[src/hw/rtl/eight_bit_cpu_alu_with_flags_unit_macros.svh]
// Assertion macros for the ALU block. Each expects clk and rst_n in scope.
`ifndef EIGHT_BIT_CPU_ALU_WITH_FLAGS_UNIT_MACROS_SVH
`define EIGHT_BIT_CPU_ALU_WITH_FLAGS_UNIT_MACROS_SVH

`ifndef SYNTHESIS
`define EBCALU_ASSERT_IMP(lbl, pre, post) \
  lbl: assert property (@(posedge clk) disable iff (!rst_n) (pre) |-> (post)) \
    else $error("ebcalu: same-cycle check failed");
`define EBCALU_ASSERT_NXT(lbl, pre, post) \
  lbl: assert property (@(posedge clk) disable iff (!rst_n) (pre) |=> (post)) \
    else $error("ebcalu: next-cycle check failed");
`else
`define EBCALU_ASSERT_IMP(lbl, pre, post)
`define EBCALU_ASSERT_NXT(lbl, pre, post)
`endif

`endif

[src/hw/rtl/ebcalu_pkg.sv]
package ebcalu_pkg;

  localparam int KIND_W  = 5;
  localparam int WORD_W  = 16;
  localparam int BYTE_W  = 8;
  localparam int FLAGS_W = 4;

  // flag bit positions
  localparam int FLAG_Z = 3;
  localparam int FLAG_N = 2;
  localparam int FLAG_H = 1;
  localparam int FLAG_C = 0;

  typedef enum logic [KIND_W-1:0] {
    OP_ADD       = 5'd0,
    OP_ADC       = 5'd1,
    OP_SUB       = 5'd2,
    OP_CP        = 5'd3,
    OP_AND       = 5'd4,
    OP_OR        = 5'd5,
    OP_XOR       = 5'd6,
    OP_INC       = 5'd7,
    OP_DEC       = 5'd8,
    OP_CPL       = 5'd9,
    OP_CCF       = 5'd10,
    OP_RRA       = 5'd11,
    OP_RR        = 5'd12,
    OP_SRL       = 5'd13,
    OP_SWAP      = 5'd14,
    OP_ADD16     = 5'd15,
    OP_ADD_SP_E8 = 5'd16,
    OP_INC16     = 5'd17,
    OP_DEC16     = 5'd18
  } alu_op_t;

  typedef struct packed {
    logic [KIND_W-1:0]  kind;
    logic [WORD_W-1:0]  a;
    logic [WORD_W-1:0]  b;
    logic [FLAGS_W-1:0] flags;
  } alu_req_t;

  typedef struct packed {
    logic [WORD_W-1:0]  result;
    logic [FLAGS_W-1:0] flags;
  } alu_rsp_t;

  // per-stage handshake between neighbors
  typedef struct packed {
    logic valid;
    logic stall;
  } stage_hs_t;

endpackage

[src/hw/rtl/ebcalu_in_stage.sv]
module ebcalu_in_stage (
  input  logic                 clk,
  input  logic                 rst_n,
  input  logic                 up_valid,
  output logic                 up_stall,
  input  ebcalu_pkg::alu_req_t up_req,
  input  logic                 dn_stall,
  output logic                 dn_valid,
  output ebcalu_pkg::alu_req_t dn_req
);
  import ebcalu_pkg::*;

  logic     valid_r;
  logic     valid_nxt;
  alu_req_t req_r;
  logic     load;

  // slot frees up when empty or when its item moves on this cycle
  assign up_stall  = valid_r && dn_stall;
  assign load      = up_valid && !up_stall;
  assign valid_nxt = load || (valid_r && dn_stall);

  always_ff @(posedge clk) begin
    if (!rst_n) begin
      valid_r <= 1'b0;
    end else begin
      valid_r <= valid_nxt;
    end
  end

  always_ff @(posedge clk) begin
    if (load) begin
      req_r <= up_req;
    end
  end

  assign dn_valid = valid_r;
  assign dn_req   = req_r;

endmodule

[src/hw/rtl/ebcalu_core.sv]
module ebcalu_core (
  input  ebcalu_pkg::alu_req_t req,
  output ebcalu_pkg::alu_rsp_t rsp
);
  import ebcalu_pkg::*;

  logic [BYTE_W-1:0]   a8;
  logic [BYTE_W-1:0]   b8;
  logic                cin;
  logic                add_cin;
  logic [BYTE_W:0]     sum8;
  logic [4:0]          sum4;
  logic [BYTE_W:0]     dif8;
  logic [4:0]          dif4;
  logic [WORD_W:0]     sum16;
  logic [12:0]         sum12;
  logic [BYTE_W-1:0]   r8;
  logic [WORD_W-1:0]   r16;
  logic [FLAGS_W-1:0]  nf;
  logic                use8;

  assign a8  = req.a[BYTE_W-1:0];
  assign b8  = req.b[BYTE_W-1:0];
  assign cin = req.flags[FLAG_C];

  // shared 8-bit adder: adc adds carry, add and add_sp_e8 do not
  assign add_cin = (alu_op_t'(req.kind) == OP_ADC) ? cin : 1'b0;
  assign sum8  = {1'b0, a8} + {1'b0, b8} + {{BYTE_W{1'b0}}, add_cin};
  assign sum4  = {1'b0, a8[3:0]} + {1'b0, b8[3:0]} + {4'b0, add_cin};
  assign dif8  = {1'b0, a8} - {1'b0, b8};
  assign dif4  = {1'b0, a8[3:0]} - {1'b0, b8[3:0]};
  assign sum16 = {1'b0, req.a} + {1'b0, req.b};
  assign sum12 = {1'b0, req.a[11:0]} + {1'b0, req.b[11:0]};

  always_comb begin
    r8   = '0;
    r16  = req.a;
    nf   = req.flags;
    use8 = 1'b1;
    case (alu_op_t'(req.kind))
      OP_ADD, OP_ADC: begin
        r8 = sum8[BYTE_W-1:0];
        nf = {r8 == '0, 1'b0, sum4[4], sum8[BYTE_W]};
      end
      OP_SUB, OP_CP: begin
        r8 = dif8[BYTE_W-1:0];
        nf = {r8 == '0, 1'b1, dif4[4], dif8[BYTE_W]};
        // compare keeps the full operand
        use8 = (alu_op_t'(req.kind) == OP_SUB);
      end
      OP_AND: begin
        r8 = a8 & b8;
        nf = {r8 == '0, 1'b0, 1'b1, 1'b0};
      end
      OP_OR: begin
        r8 = a8 | b8;
        nf = {r8 == '0, 3'b000};
      end
      OP_XOR: begin
        r8 = a8 ^ b8;
        nf = {r8 == '0, 3'b000};
      end
      OP_INC: begin
        r8 = a8 + 8'd1;
        nf = {r8 == '0, 1'b0, a8[3:0] == 4'hF, cin};
      end
      OP_DEC: begin
        r8 = a8 - 8'd1;
        nf = {r8 == '0, 1'b1, a8[3:0] == 4'h0, cin};
      end
      OP_CPL: begin
        r8 = ~a8;
        nf = {req.flags[FLAG_Z], 1'b1, 1'b1, cin};
      end
      OP_CCF: begin
        r8 = a8;
        nf = {req.flags[FLAG_Z], 1'b0, 1'b0, ~cin};
      end
      OP_RRA: begin
        r8 = {cin, a8[BYTE_W-1:1]};
        nf = {3'b000, a8[0]};
      end
      OP_RR: begin
        r8 = {cin, a8[BYTE_W-1:1]};
        nf = {r8 == '0, 2'b00, a8[0]};
      end
      OP_SRL: begin
        r8 = {1'b0, a8[BYTE_W-1:1]};
        nf = {r8 == '0, 2'b00, a8[0]};
      end
      OP_SWAP: begin
        r8 = {a8[3:0], a8[7:4]};
        nf = {r8 == '0, 3'b000};
      end
      OP_ADD16: begin
        use8 = 1'b0;
        r16  = sum16[WORD_W-1:0];
        nf   = {req.flags[FLAG_Z], 1'b0, sum12[12], sum16[WORD_W]};
      end
      OP_ADD_SP_E8: begin
        use8 = 1'b0;
        r16  = req.a + {{BYTE_W{b8[BYTE_W-1]}}, b8};
        nf   = {2'b00, sum4[4], sum8[BYTE_W]};
      end
      OP_INC16: begin
        use8 = 1'b0;
        r16  = req.a + 16'd1;
      end
      OP_DEC16: begin
        use8 = 1'b0;
        r16  = req.a - 16'd1;
      end
      default: begin
        use8 = 1'b0;
      end
    endcase
  end

  assign rsp.result = use8 ? {{(WORD_W-BYTE_W){1'b0}}, r8} : r16;
  assign rsp.flags  = nf;

endmodule

[src/hw/rtl/ebcalu_out_stage.sv]
module ebcalu_out_stage (
  input  logic                 clk,
  input  logic                 rst_n,
  input  logic                 up_valid,
  output logic                 up_stall,
  input  ebcalu_pkg::alu_rsp_t up_rsp,
  input  logic                 dn_stall,
  output logic                 dn_valid,
  output ebcalu_pkg::alu_rsp_t dn_rsp
);
  import ebcalu_pkg::*;

  logic     valid_r;
  logic     valid_nxt;
  alu_rsp_t rsp_r;
  logic     load;

  assign up_stall  = valid_r && dn_stall;
  assign load      = up_valid && !up_stall;
  assign valid_nxt = load || (valid_r && dn_stall);

  always_ff @(posedge clk) begin
    if (!rst_n) begin
      valid_r <= 1'b0;
    end else begin
      valid_r <= valid_nxt;
    end
  end

  always_ff @(posedge clk) begin
    if (load) begin
      rsp_r <= up_rsp;
    end
  end

  assign dn_valid = valid_r;
  assign dn_rsp   = rsp_r;

endmodule

[src/hw/rtl/eight_bit_cpu_alu_with_flags_unit.sv]
// channel | valid     | stall     | payload
// --------+-----------+-----------+--------------------------------------------
// input   | in_valid  | in_stall  | in_kind, in_operand_a, in_operand_b, in_flags_in
// result  | out_valid | out_stall | out_result, out_flags_out
//
// Items pass both registers in turn; one item per cycle while out_stall is low.
// The ALU sits alone between the input register and the result register.
// Reset (rst_n low, synchronous) empties both registers.
// A held result stalls the input register; in_stall rises only when both
// registers are full and out_stall is high.
`include "eight_bit_cpu_alu_with_flags_unit_macros.svh"

module eight_bit_cpu_alu_with_flags_unit (
  input  logic                             clk,
  input  logic                             rst_n,
  input  logic                             in_valid,
  output logic                             in_stall,
  input  logic [ebcalu_pkg::KIND_W-1:0]    in_kind,
  input  logic [ebcalu_pkg::WORD_W-1:0]    in_operand_a,
  input  logic [ebcalu_pkg::WORD_W-1:0]    in_operand_b,
  input  logic [ebcalu_pkg::FLAGS_W-1:0]   in_flags_in,
  output logic                             out_valid,
  input  logic                             out_stall,
  output logic [ebcalu_pkg::WORD_W-1:0]    out_result,
  output logic [ebcalu_pkg::FLAGS_W-1:0]   out_flags_out
);
  import ebcalu_pkg::*;

  alu_req_t  in_req;
  alu_req_t  s1_req;
  alu_rsp_t  s1_rsp;
  alu_rsp_t  out_rsp;
  stage_hs_t s1_hs;

  assign in_req = '{kind: in_kind, a: in_operand_a, b: in_operand_b, flags: in_flags_in};

  ebcalu_in_stage u_in (
    .clk      (clk),
    .rst_n    (rst_n),
    .up_valid (in_valid),
    .up_stall (in_stall),
    .up_req   (in_req),
    .dn_stall (s1_hs.stall),
    .dn_valid (s1_hs.valid),
    .dn_req   (s1_req)
  );

  ebcalu_core u_core (
    .req (s1_req),
    .rsp (s1_rsp)
  );

  ebcalu_out_stage u_out (
    .clk      (clk),
    .rst_n    (rst_n),
    .up_valid (s1_hs.valid),
    .up_stall (s1_hs.stall),
    .up_rsp   (s1_rsp),
    .dn_stall (out_stall),
    .dn_valid (out_valid),
    .dn_rsp   (out_rsp)
  );

  assign out_result    = out_rsp.result;
  assign out_flags_out = out_rsp.flags;

  `EBCALU_ASSERT_IMP(a_full_stall, s1_hs.valid && out_valid && out_stall, in_stall)
  `EBCALU_ASSERT_IMP(a_no_false_stall, !s1_hs.valid || !out_stall, !in_stall)
  `EBCALU_ASSERT_NXT(a_in_lands, in_valid && !in_stall, s1_hs.valid)
  `EBCALU_ASSERT_NXT(a_s1_moves, s1_hs.valid && !s1_hs.stall, out_valid)
  `EBCALU_ASSERT_NXT(a_cp_keeps_a, s1_hs.valid && !s1_hs.stall && (s1_req.kind == OP_CP),
                     out_result == $past(s1_req.a))

endmodule

[config.mk]
export PLATFORM = sky130hd
export DESIGN_NAME = eight_bit_cpu_alu_with_flags_unit
export DESIGN_NICKNAME = d
export VERILOG_FILES = /design/src/hw/rtl/ebcalu_pkg.sv /design/src/hw/rtl/ebcalu_in_stage.sv /design/src/hw/rtl/ebcalu_core.sv /design/src/hw/rtl/ebcalu_out_stage.sv /design/src/hw/rtl/eight_bit_cpu_alu_with_flags_unit.sv
export VERILOG_INCLUDE_DIRS = /design/src /design/src/hw/rtl
export SDC_FILE = /design/constraint.sdc
export NUM_CORES = 1
export LEC_CHECK = 0
export BUFFER_PORTS_ARGS = -buffer_cell sky130_fd_sc_hd__buf_4
export CAP_MARGIN = 0
export CORE_ASPECT_RATIO = 0.75
export CORE_MARGIN = 5
export CORE_UTILIZATION = 61
export DETAILED_ROUTE_END_ITERATION = 10
export HOLD_SLACK_MARGIN = 0.05
export PLACE_DENSITY = 0.82
export SYNTH_ARGS = -nofsm -noshare
export SYNTH_HDL_FRONTEND = slang
export SYNTH_HIERARCHICAL = 1
export SYNTH_SLANG_ARGS = --single-unit
[constraint.sdc]
create_clock -name clk -period 4.9 [get_ports clk]
set_clock_uncertainty 0.05 [all_clocks]
set_input_delay 0.245 -clock clk [delete_from_list [all_inputs] [get_ports clk]]
set_output_delay 0.245 -clock clk [all_outputs]
set_load 0.01 [all_outputs]
== Yosys cells after proc, flatten, opt, wreduce, memory -nomap -nowiden ==
Cells that the tools add are included.

* Register bits after elaboration: 63
* Input port bits: 45
* Output and inout bits: 22

* Add/subtract/negate cells: 13
* Equal/unequal tests: 19
* Muxes and demuxes: 6
* Bitwise logic cells: 5
* Reduce and logical (&&, ||, !) cells: 24

{| class="wikitable"
|+ Operator list
! operator !! count
|-
| 8-bit one-hot mux with 12 select lines || 1
|-
| 8-bit zero test || 9
|-
| 16-bit one-hot mux with 4 select lines || 1
|-
| 4-bit one-hot mux with 15 select lines || 1
|-
| 5-bit by 4-bit == test with 1-bit output (second input constant) || 8
|-
| 5-bit by 3-bit == test with 1-bit output (second input constant) || 4
|-
| 16-bit by 16-bit adder with 17-bit output || 1
|-
| 16-bit by 1-bit adder with 16-bit output (second input constant) || 1
|-
| 16-bit adder || 1
|-
| 16-bit by 1-bit subtractor with 16-bit output (second input constant) || 1
|-
| 5-bit == test (second input constant) || 3
|-
| 12-bit by 12-bit adder with 13-bit output || 1
|-
| 13-bit OR reduction || 1
|-
| 5-bit by 2-bit == test with 1-bit output (second input constant) || 2
|-
| 8-bit by 8-bit adder with 9-bit output || 1
|-
| 9-bit by 1-bit adder with 9-bit output || 1
|-
| 8-bit by 8-bit subtractor with 9-bit output || 1
|-
| 8-bit by 1-bit adder with 8-bit output (second input constant) || 1
|-
| 8-bit AND || 1
|-
| 8-bit 2-to-1 mux || 1
|-
| 8-bit inverter || 1
|-
| 8-bit bitwise OR || 1
|-
| 8-bit by 1-bit subtractor with 8-bit output (second input constant) || 1
|-
| 8-bit bitwise XOR || 1
|-
| 15 further kinds || 22
|}

== Depth between registers and ports, before layout ==
* Depth in word-level cells: 5
* Gate-level depth with buffers: 16
* Depth with buffers taken out: 16

== Cells and area by module ==
Netlist, hierarchy kept.

{| class="wikitable"
|+ By module, submodules not included
! module !! times used !! cells each !! area an instance (sq um) !! seq. area each (sq um)
|-
| ebcalu_core || 1 || 646 || 4247.8 || 0.0
|-
| ebcalu_in_stage || 1 || 45 || 1273.7 || 1251.2
|-
| ebcalu_out_stage || 1 || 24 || 643.1 || 620.6
|}

== Least setup slack after synthesis ==
Ideal clock, no wire load.

* Kind: register to register
* Start: register u_in.req_r, in the netlist u_in/dn_req[36]
* End: register u_out.rsp_r, in the netlist u_out/dn_rsp[19], data pin
* Data arrival time: 3193 ps
* Data required time: 4579 ps
* Slack: 1386 ps
* Cell stages (with the launch flop): 14
* Buffers on the path: 4
* Path through: edfxtp_1 > clkbuf_1 > clkbuf_1 > clkbuf_1 > clkbuf_1 > o21ai_0 > ha_1 > and3_1 > o2111a_1 > o21ai_0 > o221ai_1 > a221o_1 > xnor2_1 > o22ai_1

* Word-level cells in the longest chain between the ends: 3

{| class="wikitable"
|+ Ends and longest elaborated chain
! what !! RTL line !! text
|-
| from (decl) || ebcalu_in_stage.sv:15 || <nowiki>alu_req_t req_r;</nowiki>
|-
| from (signal assigned) || ebcalu_in_stage.sv:33 || <nowiki>req_r <= up_req;</nowiki>
|-
| 5-bit by 3-bit == test with 1-bit output, or another cell as far along || ebcalu_core.sv:40 || <nowiki>case (alu_op_t'(req.kind))</nowiki>
|-
| 13-bit OR reduction (no line) or 2-bit OR reduction (tied branches) || - ||
|-
| 1-bit one-hot mux with 2 select lines || ebcalu_core.sv:40 ||
|-
| to (signal assigned) || ebcalu_out_stage.sv:32 || <nowiki>rsp_r <= up_rsp;</nowiki>
|-
| to (decl) || ebcalu_out_stage.sv:15 || <nowiki>alu_rsp_t rsp_r;</nowiki>
|}

Several ways; a longest one is shown, not always the timed one.
A chain may end at the register's enable or synchronous reset.

== Final worst setup path ==
* Start: register u_in.req_r, in the netlist u_in/dn_req[40]
* End: register u_out.rsp_r, in the netlist u_out/dn_rsp[19], data pin

Same word-level chain as after synthesis.

==> metrics.cfg <==
[worst_setup_path]
cp_cell_sequence = or3b_1 -> or2_2 -> nand2_1 -> o21ai_0 -> ha_1 -> a21oi_1 -> o211ai_1 -> o21ai_0 -> o221ai_1 -> a221o_1 -> xnor2_1 -> o22ai_1
crit_type = register to register
rr_worst_depth = 12
path_depth = 12
critPathTopFamily = compound AO/OA/AOI/OAI gates
required_ns = 4.94
critPathMaxStageDelay_ns = 0.83
critPathMaxFanout = 24
critPathCaptureType = register
critPathMostFrequentCell = o21ai_0
crit_buf_inv = 0
crit_slowest_cell = edfxtp_1
crit_arrival_ns = 4.08
cp-start-kind = register

[hold_path]
hold_path_depth = 2
min_path_type = primary input to register

[clock_network]
tritoncts = built
post_cts_buffers = 0
cts_buffer_depth = 2
path_clk_slew_ns = 0.06
clock_latency_ns = 0.35
cts_buffers = 9
cts.repair.resized = 0
htree_levels = 3
cts_hold_buffers = 41
ctsRootBufferMaster = clkbuf_16
cts_sinks = 63

[run]
max_cap_viol_count = 0

[placed_design]
gp_congestion = 1.06
portBuffers = 66
dp_hpwl_microns = 15600
dpl.cell_count = 889

[finish]
drive_gt1_share_pct = 13.9
num-nets-final = 912
finalNonFillerCells = 946
layout_common_cells = buf_4, nor2_1, edfxtp_1
layout_commonest_cell = buf_4
syn_to_final_growth_pct = 20.9
num_antenna_cells = 0

[global_route]
antenna_found_initial = 0
overflow = 0
grt_pass1_wl_microns = 35500
globalRouteTotalUtil_pct = 36.6
grt_max_degree = 42
grt_pass1_vias = 6430

[detailed_routing]
routedWlPerCell_microns = 24.0
vias = 6710
drt-pass1-iter-count = 9
wl_microns = 22700
viasPerCell = 7.09
ant_nets = 0
first_iter_violations = 1142
drc = 0

[sta]
rsz0062_at_grt = false
worstMarginPinSlew_ns = 1.30
fin_tns_setup_ns = 0
min_period_ns = 4.04
timing.final.crit_share_pct = 82.4
hold_viol = 0
worst_hold_slack_ns = 0.0721
max_slew_margin_pct = 12.7
slew_violations = 0
max_freq_mhz = 248
setup_viol = 0

[floorplan]
chipHeight_microns = 97.1
die_area_sq_um = 12200
core_area_sq_um = 9770
placementRows = 31
ios = 67
initial_core_util_pct = 63.1
chipWidth_microns = 126

[power_and_ir_drop]
p_per_area_nw_per_um2 = 256
leakagePower_uw = 0.00290
ir_worst_vdd_mv = 0.174

[synthesis]
syn_nets = 818
yosysUniqueCellTypes = 78
netlist_instances = 715
async_flop_share_pct = 0
synth_area_sq_um = 6160
yosysWarningCount = 6
avgSynthCellArea_sq_um = 8.62
ys_seq_elements = 63
synth-edff-count = 61
synth_flop_cell = edfxtp_1
ys_seq_area_share_pct = 30.4

[outcome]
outcome = complete, no violations

## flip-flops by register name, summed over array words and instances, names as in the netlist
| register | flops |
|---|---|
| u_out/dn_valid | 1 |
| u_out/dn_rsp | 20 |
| u_in/dn_req | 41 |
| u_in/dn_valid | 1 |
## metal layers
layer	GRT usage, %	share of wire, %	vias to the layer above
li1	-	-	2888
met1	49.5	38	3035
met2	53.2	41	661
met3	11.8	16	126
met4	16.7	5.2	0
met5	0	0	-
## worst paths after layout
check / to / slack, ns / start
worst max-delay path: u_out/dn_rsp[19]$_DFFE_PP_ / 0.86 / u_in/dn_req[40]$_DFFE_PP_
worst min-delay path: u_in/dn_valid$_SDFF_PN0_ / 0.07 / rst_n
worst min register to register: u_out/dn_valid$_SDFF_PN0_ / 0.48 / u_in/dn_valid$_SDFF_PN0_
worst max register to register: u_out/dn_rsp[19]$_DFFE_PP_ / 0.86 / u_in/dn_req[40]$_DFFE_PP_
## worst reg2reg max path: stages, from the launching register on
cell and delay (ns):
edfxtp_1 0.83, or3b_1 0.50, or2_2 0.40, nand2_1 0.09
o21ai_0 0.09, ha_1 0.37, a21oi_1 0.25, o211ai_1 0.18
o21ai_0 0.25, o221ai_1 0.17, a221o_1 0.36, xnor2_1 0.18
o22ai_1 0.09
## Yosys cell counts (3+ instances only)
master     count  area (sq um)
nor2_1        65           244
edfxtp_1      61          1830
a21oi_1       59           295
ha_1          53           663
nand2_1       53           199
o21ai_0       42           210
xnor2_1       35           307
inv_1         29           109
nand3_1       27           135
nor3_1        21           105
clkbuf_1      19          71.3
buf_2         14          70.1
xor2_1        14           123
nand2b_1      12          75.1
a22oi_1       11          82.6
a31oi_1       11          68.8
o21bai_1      11          82.6
o22ai_1       11          68.8
a211oi_1      10          75.1
a21o_1        10          75.1
nand4_1        7          43.8
nor2b_1        7          43.8
a221oi_1       6          52.6
and3_1         6          37.5
mux2i_1        6          60.1
o21a_1         6          45.0
o221ai_1       6          52.6
or4_1          6          45.0
fa_1           5           100
nor4_1         5          31.3
o211ai_1       5          37.5
or3_1          5          31.3
a2bb2oi_1      4          35.0
buf_1          4          15.0
nor3b_1        4          30.0
or2_2          4          25.0
a221o_1        3          30.0
a222oi_1       3          30.0
o2111ai_1      3          26.3
## cells by family after synthesis
family | synth area share (%)
compound gates | 25.8
xor+xnor | 6.96
fa+ha+maj | 12.4
buf+inv | 4.49
flops | 30.4
mux | 1.16
simple gates | 18.8
## cell type report
type                    count  area, sq um
clock inverters             5         35.0
well taps                 132          165
fillers                   677         2320
flip-flops and latches     63         1870
repair buffers            121         1010
inverters                  30          113
multi-input cells         584         4030
clock buffers              11          233
## where the power goes
part | leakage (uW) | switching (uW) | internal, uW | total, uW
sequential | 0.000606 | 33.8 | 632 | 666
combinational | 0.00217 | 381 | 263 | 644
clock | 0.000129 | 259 | 343 | 601
## stage by stage
step | instance area, sq um | power [uW] | setup WS [ns] | util, %
after floorplan | 6160 | 1080 | 1.39 | -
after global placement | 6780 | 1240 | 1.13 | 69.3
after detailed placement | 6780 | 1250 | 1.01 | 69.3
after CTS | 7450 | 1870 | 0.984 | 76.3
after global routing | 7450 | 1990 | 0.599 | 76.3
final | 7450 | 1910 | 0.862 | 76.3
Note: power is estimated with default switching activity, not from simulation.
